<file path="src/hw/rtl/dqks_pkg.sv">
// Shared definitions for the deque with key search and delete.
// Holds operation codes, cell command codes and the control and status structs.
// No dependencies.
package dqks_pkg;

  localparam int FUNC_WIDTH        = 3;
  localparam int IN_KEY_WIDTH      = 32;
  localparam int DEPTH_DEFAULT     = 64;
  localparam int KEY_WIDTH_DEFAULT = 32;

  localparam logic [FUNC_WIDTH-1:0] OP_PUSH_FRONT = 3'd0;
  localparam logic [FUNC_WIDTH-1:0] OP_PUSH_BACK  = 3'd1;
  localparam logic [FUNC_WIDTH-1:0] OP_TAKE_FRONT = 3'd2;
  localparam logic [FUNC_WIDTH-1:0] OP_TAKE_BACK  = 3'd3;
  localparam logic [FUNC_WIDTH-1:0] OP_DELETE     = 3'd4;
  localparam logic [FUNC_WIDTH-1:0] OP_SEARCH     = 3'd5;

  localparam int CMD_WIDTH = 4;

  localparam logic [CMD_WIDTH-1:0] CMD_HOLD       = 4'd0;
  localparam logic [CMD_WIDTH-1:0] CMD_SHIFT_BACK = 4'd1;
  localparam logic [CMD_WIDTH-1:0] CMD_SHIFT_FRNT = 4'd2;
  localparam logic [CMD_WIDTH-1:0] CMD_FILL_TAIL  = 4'd3;
  localparam logic [CMD_WIDTH-1:0] CMD_DROP_TAIL  = 4'd4;
  localparam logic [CMD_WIDTH-1:0] CMD_SCAN_START = 4'd5;
  localparam logic [CMD_WIDTH-1:0] CMD_SCAN_STEP  = 4'd6;
  localparam logic [CMD_WIDTH-1:0] CMD_SCAN_END   = 4'd7;
  localparam logic [CMD_WIDTH-1:0] CMD_DEL_SHIFT  = 4'd8;

  typedef struct packed {
    logic [CMD_WIDTH-1:0] cmd;
  } cell_ctl_t;

  typedef struct packed {
    logic valid;
    logic tok;
    logic hit;
    logic tail;
    logic last;
  } cell_stat_t;

endpackage

</file>
<file path="src/hw/rtl/dqks_cell.sv">
// One storage cell of the deque chain: holds one key, its valid bit and scan marks.
// Depends on dqks_pkg for command codes and the control and status structs.
module dqks_cell #(
  parameter int KEY_WIDTH = dqks_pkg::KEY_WIDTH_DEFAULT
) (
  input  logic                  clk,
  input  logic                  rst_n,
  input  dqks_pkg::cell_ctl_t   ctl,
  input  logic [KEY_WIDTH-1:0]  key,
  input  logic                  left_valid,
  input  logic [KEY_WIDTH-1:0]  left_data,
  input  logic                  left_tok,
  input  logic                  right_valid,
  input  logic [KEY_WIDTH-1:0]  right_data,
  output logic [KEY_WIDTH-1:0]  data,
  output dqks_pkg::cell_stat_t  stat
);

  logic [KEY_WIDTH-1:0] data_r, data_nxt;
  logic                 valid_r, valid_nxt;
  logic                 tok_r, tok_nxt;
  logic                 passed_r, passed_nxt;

  always_comb begin
    data_nxt   = data_r;
    valid_nxt  = valid_r;
    tok_nxt    = tok_r;
    passed_nxt = passed_r;
    case (ctl.cmd)
      dqks_pkg::CMD_HOLD: begin
      end
      dqks_pkg::CMD_SHIFT_BACK: begin
        data_nxt  = left_data;
        valid_nxt = left_valid;
      end
      dqks_pkg::CMD_SHIFT_FRNT: begin
        data_nxt  = right_data;
        valid_nxt = right_valid;
      end
      dqks_pkg::CMD_FILL_TAIL: begin
        if (!valid_r && left_valid) begin
          data_nxt  = key;
          valid_nxt = 1'b1;
        end
      end
      dqks_pkg::CMD_DROP_TAIL: begin
        if (valid_r && !right_valid) begin
          valid_nxt = 1'b0;
        end
      end
      dqks_pkg::CMD_SCAN_START: begin
        tok_nxt    = left_tok;
        passed_nxt = 1'b0;
      end
      dqks_pkg::CMD_SCAN_STEP: begin
        tok_nxt    = left_tok;
        passed_nxt = passed_r | tok_r;
      end
      dqks_pkg::CMD_SCAN_END: begin
        tok_nxt = 1'b0;
      end
      dqks_pkg::CMD_DEL_SHIFT: begin
        tok_nxt = 1'b0;
        if (!passed_r) begin
          data_nxt  = right_data;
          valid_nxt = right_valid;
        end
      end
      default: begin
      end
    endcase
  end

  always_ff @(posedge clk) begin
    if (!rst_n) begin
      valid_r  <= 1'b0;
      tok_r    <= 1'b0;
      passed_r <= 1'b0;
    end else begin
      valid_r  <= valid_nxt;
      tok_r    <= tok_nxt;
      passed_r <= passed_nxt;
    end
  end

  always_ff @(posedge clk) begin
    data_r <= data_nxt;
  end

  assign data       = data_r;
  assign stat.valid = valid_r;
  assign stat.tok   = tok_r;
  assign stat.hit   = tok_r & valid_r & (data_r == key);
  assign stat.tail  = tok_r & ~valid_r;
  assign stat.last  = valid_r & ~right_valid;

endmodule

</file>
<file path="config.mk">
export PLATFORM = sky130hd
export DESIGN_NAME = dqks_cell
export DESIGN_NICKNAME = d
export VERILOG_FILES = /design/src/hw/rtl/dqks_pkg.sv /design/src/hw/rtl/dqks_cell.sv
export SDC_FILE = /design/constraint.sdc
export NUM_CORES = 1
export LEC_CHECK = 0
export BUFFER_PORTS_ARGS = -buffer_cell sky130_fd_sc_hd__buf_2
export CAP_MARGIN = 10
export CORE_MARGIN = 2
export CORE_UTILIZATION = 45
export CTS_BUF_LIST = sky130_fd_sc_hd__clkbuf_8
export DETAILED_ROUTE_END_ITERATION = 16
export GPL_TIMING_DRIVEN = 0
export PLACE_DENSITY = 0.88
export SLEW_MARGIN = 15
export SYNTH_ARGS = -nofsm -noshare
export SYNTH_HDL_FRONTEND = slang
export SYNTH_SLANG_ARGS = --single-unit
</file>
<file path="constraint.sdc">
create_clock -name clk -period 7.45 [get_ports clk]
set_input_delay 0.745 -clock clk [delete_from_list [all_inputs] [get_ports clk]]
set_output_delay 0.745 -clock clk [all_outputs]
set_load 0.05 [all_outputs]
</file>
Word level (Yosys, flattened, before mapping)
Cells that the tools add are included.
{ "word_totals": {"in_bits": 105, "output_inout_bits": 37, "mem_bits_rw": 0, "n_memories": 0, "latch_bits": 0, "romBits": 0, "wordCells": 44, "ff_bits": 35} }
{ "classes": {"muxes": 9, "n_eq_ne": 12, "magnitude_cmp": 0, "reduce_logical": 12, "n_shift": 0, "bitwise_logic": 7, "mul": 0, "add_sub_neg": 0, "div": 0} }
{ "op_table": {"columns": ["cell", "n"], "rows": [
  ["one-hot mux 32 bit (4 select lines)", 1],
  ["2-to-1 mux 32 bit", 2],
  ["equality test 32 bit", 1],
  ["equality test 4 x 3 -> 1 bit (second input constant)", 4],
  ["equality test 4 x 2 -> 1 bit (second input constant)", 2],
  ["inequality test 2 bit (second input constant)", 3],
  ["one-hot mux 1 bit (5 select lines)", 1],
  ["nonzero test 5 bit", 1],
  ["bitwise AND 1 bit", 4],
  ["equality test 4 x 1 -> 1 bit (second input constant)", 1],
  ["equality test 4 bit (second input constant)", 1],
  ["one-hot mux 1 bit (2 select lines)", 2],
  ["AND reduction 4 bit", 1],
  ["nonzero test 2 bit", 2],
  ["nonzero test 4 bit", 1],
  ["OR reduction 2 bit", 2],
  ["2-to-1 mux 1 bit", 3],
  ["AND reduction 3 bit", 1],
  ["logical AND 1 bit", 2],
  ["zero test 1 bit", 2],
  ["inverter 1 bit", 2],
  ["OR 1 bit", 1]
]} }

Depth between registers and ports, before layout
Gate-level depths: netlist (run 1).
{ "depth": {"word_depth": 4, "ltp_mapped": 7, "mapped_depth_nobuf": 4} }

Worst setup path before layout (run 1)
OpenSTA, ideal clock, no wires.
{ "synth_timing": {"path_kind": "input to register", "start": "in ctl[1] in the netlist's numbering", "end": "reg data_r[0], in the netlist data[0], enable pin", "stages": 3, "t_arrival_ps": 2988, "t_required_ps": 7018, "n_path_buf": 1, "setup_time_ps": 432, "setup_slack_ps": 4030, "cell_sequence": "buf_2 -> or4b_4 -> a21oi_1"} }
{ "synth_between": {"elab_chain_cells": 3, "elab_cells_between_ends": 8, "cone_classes": "eq/ne: 6; reduce/logical: 2"} }
{ "synth_rtl": {"columns": ["item", "line", "rtl"], "rows": [
  ["start: declaration", "dqks_cell.sv:8", "input dqks_pkg::cell_ctl_t ctl,"],
  ["equality test 4 bit (tied with other cells)", "dqks_cell.sv:29", "case (ctl.cmd)"],
  ["nonzero test 4 bit (no line) or inequality test 2 bit (tied branches)", null, null],
  ["AND reduction 3 bit (no line) (*)", null, null],
  ["end signal: assignment", "dqks_cell.sv:87", "data_r <= data_nxt;"],
  ["end: declaration", "dqks_cell.sv:19", "logic [KEY_WIDTH-1:0] data_r, data_nxt;"]
]} }
Every way passes the cells marked *; elsewhere a longest branch is shown, timed or not.
A chain may end at the register's enable or synchronous reset.

==> results of run 1 <==
## sequential cells by signal, indices dropped and copies added (netlist names)
signal / cells
data: 32
passed_r: 1
tok_r: 1
valid_r: 1
## synth_stat cells
master,instances
sky130_fd_sc_hd__edfxtp_1,32
sky130_fd_sc_hd__xor2_1,2
sky130_fd_sc_hd__nand2_1,2
sky130_fd_sc_hd__and2_1,1
sky130_fd_sc_hd__a22o_1,32
sky130_fd_sc_hd__nor3b_1,1
sky130_fd_sc_hd__a21bo_2,1
sky130_fd_sc_hd__a21o_1,32
sky130_fd_sc_hd__a31o_2,1
sky130_fd_sc_hd__buf_4,2
sky130_fd_sc_hd__buf_2,12
sky130_fd_sc_hd__nor2_1,6
sky130_fd_sc_hd__nor2_2,1
sky130_fd_sc_hd__inv_1,8
sky130_fd_sc_hd__buf_6,2
sky130_fd_sc_hd__a21oi_1,4
sky130_fd_sc_hd__nor4_1,3
sky130_fd_sc_hd__o21ai_0,5
sky130_fd_sc_hd__nor3_1,1
sky130_fd_sc_hd__nand4_1,6
sky130_fd_sc_hd__o221ai_1,2
sky130_fd_sc_hd__o22ai_1,1
sky130_fd_sc_hd__a222oi_1,1
sky130_fd_sc_hd__a31oi_1,2
sky130_fd_sc_hd__o311ai_0,1
sky130_fd_sc_hd__dfxtp_1,3
sky130_fd_sc_hd__nor3_4,1
sky130_fd_sc_hd__o211ai_1,2
sky130_fd_sc_hd__nand3_1,1
sky130_fd_sc_hd__xnor2_1,28
sky130_fd_sc_hd__or4b_4,1
sky130_fd_sc_hd__o21bai_1,1
sky130_fd_sc_hd__a21oi_2,1
sky130_fd_sc_hd__and4bb_1,1
sky130_fd_sc_hd__and4_1,1
sky130_fd_sc_hd__nor2b_1,3
## cell families after synthesis
group / share of synthesized area [%]
AOI/OAI and AO/OA: 29.6
xor gates and xnor gates: 11.6
buffers and inverters: 5.63
DFF: 45.0
and+or+nand+nor: 8.22
## metrics by stage
stage / cell area (sq um) / hold WS [ns]
finish: 3170 / 0.581
global route: 3170 / 0.636
CTS: 3170 / 0.578
detailed placement: 3090 / 0.565
global placement: 3050 / 0.570
floorplan: 2270 / 0.530
## critical path: stages
cell and delay [ns]:
sky130_fd_sc_hd__buf_2 0.12, sky130_fd_sc_hd__xnor2_1 0.16, sky130_fd_sc_hd__nand4_1 0.14, sky130_fd_sc_hd__nor4_1 0.37, sky130_fd_sc_hd__and4_1 0.23, sky130_fd_sc_hd__buf_2 0.26
## power by group
group	total [uW]	internal (uW)	switching, uW
clock	128	62.9	65.6
sequential	238	230	7.96
combinational	154	64.4	89.4
total	520	357	163
## cell type report
class | count | area share (%)
Multi-Input combinational cell | 145 | 35.7
Sequential cell | 35 | 32.2
Timing Repair Buffer | 140 | 22.8
Buffer | 16 | 3.08
Tap cell | 67 | 2.65
Clock buffer | 5 | 2.17
Inverter | 8 | 0.948
Clock inverter | 3 | 0.395
## worst paths after layout
kind                   end  slack, ns  cells after the start
setup / recovery   stat[2]       4.68                      6
hold / removal       tok_r       0.58                      2
setup reg to reg  data[11]       5.53                      3
hold reg to reg      tok_r       0.58                      2
## per-layer routing
| metal | track usage, % | vias up | routed length (um) |
|---|---|---|---|
| met4 | 6.15 | 0 | 53 |
| met5 | 0 | - | 0 |
| li1 | - | 1079 | - |
| met2 | 41.1 | 113 | 3320 |
| met1 | 28.4 | 1024 | 2770 |
| met3 | 4.55 | 6 | 490 |
==> impl_summary.log, run 1 <==
INFO  metric totalPowerFinal = 520 uW
INFO  metric max_clock_freq = roughly 360 MHz
INFO  metric core_area = about 4800 sq um
INFO  metric hp-start = tok_r
INFO  metric setup_total_negative_slack = 0 ns
INFO  metric worstMarginPinSlew = between 0.5 and 0.6 ns
INFO  metric grt_usage = a little under a quarter
INFO  metric cts_setup_buffers = 0
INFO  metric finalMaxSlewViolations = 0
INFO  metric pin_count_of_the_biggest_net_entering_global_routing = 19
INFO  metric die-height = between 70 and 80 um
INFO  metric clock_sinks = 35
INFO  metric clk_transition_reported_paths = 0.07 ns
INFO  metric area_delta_synth_final = 39.7%
INFO  metric vias = roughly 2.2k
INFO  metric ff_latch_area = ~1000 sq um
INFO  metric worst-path-max-fanout = 2
INFO  metric clock_period_minus_final_worst_setup_slack = roughly 2.8 ns
INFO  metric setup_viol = 0
INFO  metric die_w = roughly 75 um
INFO  metric synth-warning-count = 0
INFO  metric clk_path_buf_depth = 2
INFO  metric place_ws = ~4.6 ns
INFO  metric numCtsBuffers = 5
INFO  metric starting_density = a little under half
INFO  metric rsz0062_at_grt = no
INFO  metric final.setup_skew = 0.00387 ns
INFO  metric die_area = 5630 sq um
INFO  metric netlist-cell-type-count = 36
INFO  metric synth_top_cell_by_area = sky130_fd_sc_hd__edfxtp_1
INFO  metric static-leakage-power = roughly 0.0016 uW
INFO  metric route.detailed.vias_per_inst = 5.30
INFO  metric holdCritPathClass = flip-flop to flip-flop
INFO  metric crit_path_end_kind = primary output
INFO  metric min_period_over_period = 37.2%
INFO  metric detailedRoute.firstIterationViolations = 166
INFO  metric yosysSeqAreaShare = a little under half
INFO  metric num_rows = 25
INFO  metric slew-limit-headroom = 61.8%
INFO  metric cts_repair_resize_count = 0
INFO  metric layout_commonest_cell = sky130_fd_sc_hd__buf_2
INFO  metric final_core_utilization = between 60% and 70%
INFO  metric ir_drop = a little over 0.0001 V
INFO  metric tritoncts_clock_tree = built
INFO  metric fill_cells = 392
INFO  metric timing.critical_path.arrival = just over 2 ns
INFO  metric worst_slack = around 4.7 ns
INFO  metric power.density = 164 nW/um^2
INFO  metric fin_cells = roughly 420
INFO  metric grt_first_pass_wirelength = slightly below 10,000 um
INFO  metric drt_wl_total = ~6600 um
INFO  metric worstPathRequired = ~6.7 ns
INFO  metric critPathLaunchType = primary input
INFO  metric cp-startpoint = key[5]
INFO  metric drt.antenna.violating_nets = 0
INFO  metric top_level_ports = 142
INFO  metric fin_nets = ~460
INFO  metric place.detailed.hpwl = around 5300 um
INFO  metric synth_area_leaders = sky130_fd_sc_hd__edfxtp_1 (42%), sky130_fd_sc_hd__a22o_1 (12%), sky130_fd_sc_hd__xnor2_1 (11%)
INFO  metric synth_area_per_cell = about 11 sq um
INFO  metric run_status = complete, no violations
INFO  metric rr_startpoint = passed_r
INFO  metric antenna_found_initial = 0
INFO  metric post_synth_net_total = slightly above 300
INFO  metric yosys_register_bits = 35
INFO  metric clkLatencyLatePin = roughly 0.28 ns
INFO  metric multi_input_comb_area = between 1000 and 1500 sq um
INFO  metric drt-pass1-iter-count = 4
INFO  metric diodes = 0
INFO  metric numPortBuffers = between 100 and 150
INFO  metric path_class = primary input to primary output
INFO  metric cts_hold_buf = 0
INFO  metric cts_root_buffer = sky130_fd_sc_hd__clkbuf_8
INFO  metric post_synth_instance_area = about 2300 sq um
INFO  metric drive_above_1_share = between 40 and 50%
INFO  metric mostFrequentLayoutCells = sky130_fd_sc_hd__buf_2 (151), sky130_fd_sc_hd__a22o_1 (32), sky130_fd_sc_hd__a21o_1 (32), sky130_fd_sc_hd__edfxtp_1 (32), sky130_fd_sc_hd__xnor2_1 (28)
INFO  metric wl_per_cell = ~16 um
INFO  metric number_of_global_route_vias_before_repair = 2,139
INFO  metric netlist_instances = roughly 200
INFO  metric drt_drc_violations_left = 0
INFO  metric number_of_failing_hold_endpoints_at_the_final_stage = 0
INFO  metric place.detailed.instances = approximately 410
INFO  metric grt-ovfl-total = 0
INFO  metric rd_place_congestion = ~0.9
INFO  metric synth.top_cell.area_share = between 40% and 50%
INFO  metric htree_levels = 2
INFO  metric cap_viol_max_count = 0
No activity file was read; power rests on OpenSTA's default activity.
==> run 2: changes to the inputs <==
CORE_UTILIZATION = 40   (was 45)
PLACE_DENSITY = 0.83   (was 0.88)
clock period = 2.29 ns   (was 7.45 ns; I/O delays follow)
==> run 2 against run 1 <==
Effect of this change: count of clock-buffer cells in the layout unchanged; sequential cell count unchanged; final cell count up 0.95%; clock power rose to 4.1 times the previous value; routed wire length up 1.5%; first-iteration DRC count down 57%; global-route usage down 1.9 points; critical path depth down 1; hold slack worse by 0.39 ns.
==> impl_summary.log, run 2 (synthesis gave the netlist of run 1 again) <==
INFO  metric number_of_global_route_vias_before_repair = 2,225 (was 2,139)
INFO  metric die_area = 6290 sq um (was 5630 sq um)
INFO  metric route.detailed.vias_per_inst = 5.38 (was 5.30)
INFO  metric slew-limit-headroom = 60.6% (was 61.8%)
INFO  metric layout_commonest_cell = sky130_fd_sc_hd__buf_2 (unchanged)
INFO  metric multi_input_comb_area = 1140 sq um (was 1130 sq um)
INFO  metric numCtsBuffers = 5 (unchanged)
INFO  metric holdCritPathClass = primary input to flip-flop (was flip-flop to flip-flop)
INFO  metric drt.antenna.violating_nets = 0 (unchanged)
INFO  metric max_clock_freq = between 400 and 500 MHz
INFO  metric vias = 2,274 (was 2,222)
INFO  metric core_area = 5510 sq um (was 4790 sq um)
INFO  metric fill_cells = 493 (was 392)
INFO  metric detailedRoute.firstIterationViolations = 72 (was 166)
INFO  metric grt_usage = 21.2% (was 23.0%)
INFO  metric cts_setup_buffers = 0 (unchanged)
INFO  metric fin_nets = 456 (unchanged)
INFO  metric rd_place_congestion = 0.861 (was 0.918)
INFO  metric place.detailed.hpwl = 5270 um (was 5250 um)
INFO  metric cp_cell_sequence = xnor2_1 > nand4_1 > nor3_1 > and4_1 > buf_2 (was buf_2 > xnor2_1 > nand4_1 > nor4_1 > and4_1 > buf_2)
INFO  metric power.density = 565 nW/um^2 (was 164 nW/um^2)
INFO  metric top_level_ports = 142 (unchanged)
INFO  metric drt-pass1-iter-count = 4 (unchanged)
INFO  metric run_status = complete, no violations (unchanged)
INFO  metric totalPowerFinal = 1810 uW (was 520 uW)
INFO  metric clkLatencyLatePin = 0.28 ns (about the same)
INFO  metric pin_count_of_the_biggest_net_entering_global_routing = 19 (unchanged)
INFO  metric num_rows = 27 (was 25)
INFO  metric place_ws = 0.198 ns (was 4.62 ns)
INFO  metric postLayoutCellArea = 3200 sq um (was 3170 sq um)
INFO  metric worstMarginPinSlew = 0.590 ns (was 0.572 ns)
INFO  metric htree_levels = 2 (unchanged)
INFO  metric critPathLaunchType = flip-flop (was primary input)
INFO  metric starting_density = 41.2% (was 47.4%)
INFO  metric area_delta_synth_final = 41.1% (was 39.7%)
INFO  metric min_period_over_period = between 90% and 100%
INFO  metric ff_latch_area = 1020 sq um (unchanged)
INFO  metric drt_wl_total = 6730 um (was 6630 um)
INFO  metric timing.critical_path.arrival = 1.91 ns (was 2.02 ns)
INFO  metric setup_viol = 0 (unchanged)
INFO  metric largest_register_ff_count = 32 (unchanged)
INFO  metric clock_period_minus_final_worst_setup_slack = approximately 2.1 ns
INFO  metric wl_per_cell = 15.9 um (was 15.8 um)
INFO  metric clock_sinks = 35 (unchanged)
INFO  metric tritoncts_clock_tree = built (unchanged)
INFO  metric critical-path-slowest-cell = sky130_fd_sc_hd__edfxtp_1 (was sky130_fd_sc_hd__nor4_1)
INFO  metric clk_path_buf_depth = 2 (unchanged)
INFO  metric crit_path_end_kind = primary output (unchanged)
INFO  metric place.detailed.instances = 416 (was 411)
INFO  metric grt_first_pass_wirelength = 10,200 um (was 9670 um)
INFO  metric cts_hold_buf = 0 (unchanged)
INFO  metric drive_above_1_share = 48.4% (was 48.0%)
INFO  metric ir_drop = 0.000304 V (was 0.000101 V)
INFO  metric cap_viol_max_count = 0 (unchanged)
INFO  metric static-leakage-power = 0.00156 uW (was 0.00155 uW)
INFO  metric die-height = 79.3 um (was 75 um)
INFO  metric worstPathRequired = 2.06 ns (was 6.70 ns)
INFO  metric drt_drc_violations_left = 0 (unchanged)
INFO  metric worst_slack = 0.148 ns (was 4.68 ns)
INFO  metric number_of_failing_hold_endpoints_at_the_final_stage = 0 (unchanged)
INFO  metric antenna_found_initial = 0 (unchanged)
INFO  metric mostFrequentLayoutCells = sky130_fd_sc_hd__buf_2 (151), sky130_fd_sc_hd__a22o_1 (32), sky130_fd_sc_hd__a21o_1 (32), sky130_fd_sc_hd__edfxtp_1 (32), sky130_fd_sc_hd__xnor2_1 (28) (unchanged)
INFO  metric max_stage_delay = 0.41 ns (was 0.37 ns)
INFO  metric worst-path-max-fanout = 2 (unchanged)
INFO  metric cts_root_buffer = sky130_fd_sc_hd__clkbuf_8 (unchanged)
INFO  metric final.setup_skew = 0.00314 ns (was 0.00387 ns)
INFO  metric fin_cells = 423 (was 419)
INFO  metric numPortBuffers = 139 (unchanged)
INFO  metric die_w = 79.3 um (was 75 um)
INFO  metric placement.cell_area = 3090 sq um (about the same)
INFO  metric grt-ovfl-total = 0 (unchanged)
INFO  metric clk_transition_reported_paths = 0.07 ns (about the same)
INFO  metric rsz0062_at_grt = no (unchanged)
INFO  metric path_class = flip-flop to primary output (was primary input to primary output)
INFO  metric diodes = 0 (unchanged)
INFO  metric finalMaxSlewViolations = 0 (unchanged)
run 2: cell types whose count changed in the layout (fill, tap and decap cells not counted):
cell,delta
sky130_fd_sc_hd__bufinv_16,+1
sky130_fd_sc_hd__nor4_1,-1
sky130_fd_sc_hd__inv_1,-1
sky130_fd_sc_hd__nor4_2,+1
sky130_fd_sc_hd__clkinv_2,-1
run 2: layout make-up:
| cell class | instances | area share [%] |
|---|---|---|
| buffer | 16 | 3.05 |
| clock buffer | 5 | 2.15 |
| clock inverter | 2 | 1.06 |
| inverter | 8 | 0.938 |
| multi-input combinational | 145 | 35.5 |
| sequential | 35 | 31.9 |
| tap | 72 | 2.81 |
| timing repair buffer | 140 | 22.6 |
run 2: final timing paths:
kind                            startpoint  cells past startpoint       end  slack [ns]
worst min register to register       tok_r                      2     tok_r        0.60
worst max-delay path              data[17]                      5   stat[2]        0.15
worst max register to register    passed_r                      3  data[20]        0.36
worst min-delay path                 rst_n                      2  passed_r        0.19
run 2: per-stage QoR:
stage / hold WS, ns / TNS [ns] / util [%]
after floorplan: 0.351 / 0 / -
after detailed placement: 0.484 / 0 / 56.2
after global routing: 0.204 / 0 / 58.1
after CTS: 0.190 / 0 / 58.0
final: 0.194 / 0 / 58.1
after global placement: 0.488 / -17.74 / 55.5
run 2: power by group:
part,internal [uW],switching (uW)
combinational,210,294
clock,315,216
sequential,748,24.9
total,1270,535
run 2: worst max-delay path, delay by kind of cell (launching register included):
kind	cells	cell delay (ns)
xor gates and xnor gates	1	0.28
DFF	1	0.41
buffers and inverters	1	0.27
and+or+nand+nor	3	0.69
run 2: timing repair:
| action | in CTS | in global routing |
|---|---|---|
| resized for setup | 0 | 1 |
| hold endpoints to repair | 0 | 0 |
| setup endpoints to repair | 0 | 1 |
run 2: layer usage:
metal / routed length [um] / GRT usage (%) / vias up
met5: 0 / 0 / -
met4: 123 / 6.72 / 0
li1: - / - / 1084
met3: 495 / 4.43 / 14
met1: 2810 / 25.6 / 1057
met2: 3300 / 37.6 / 119
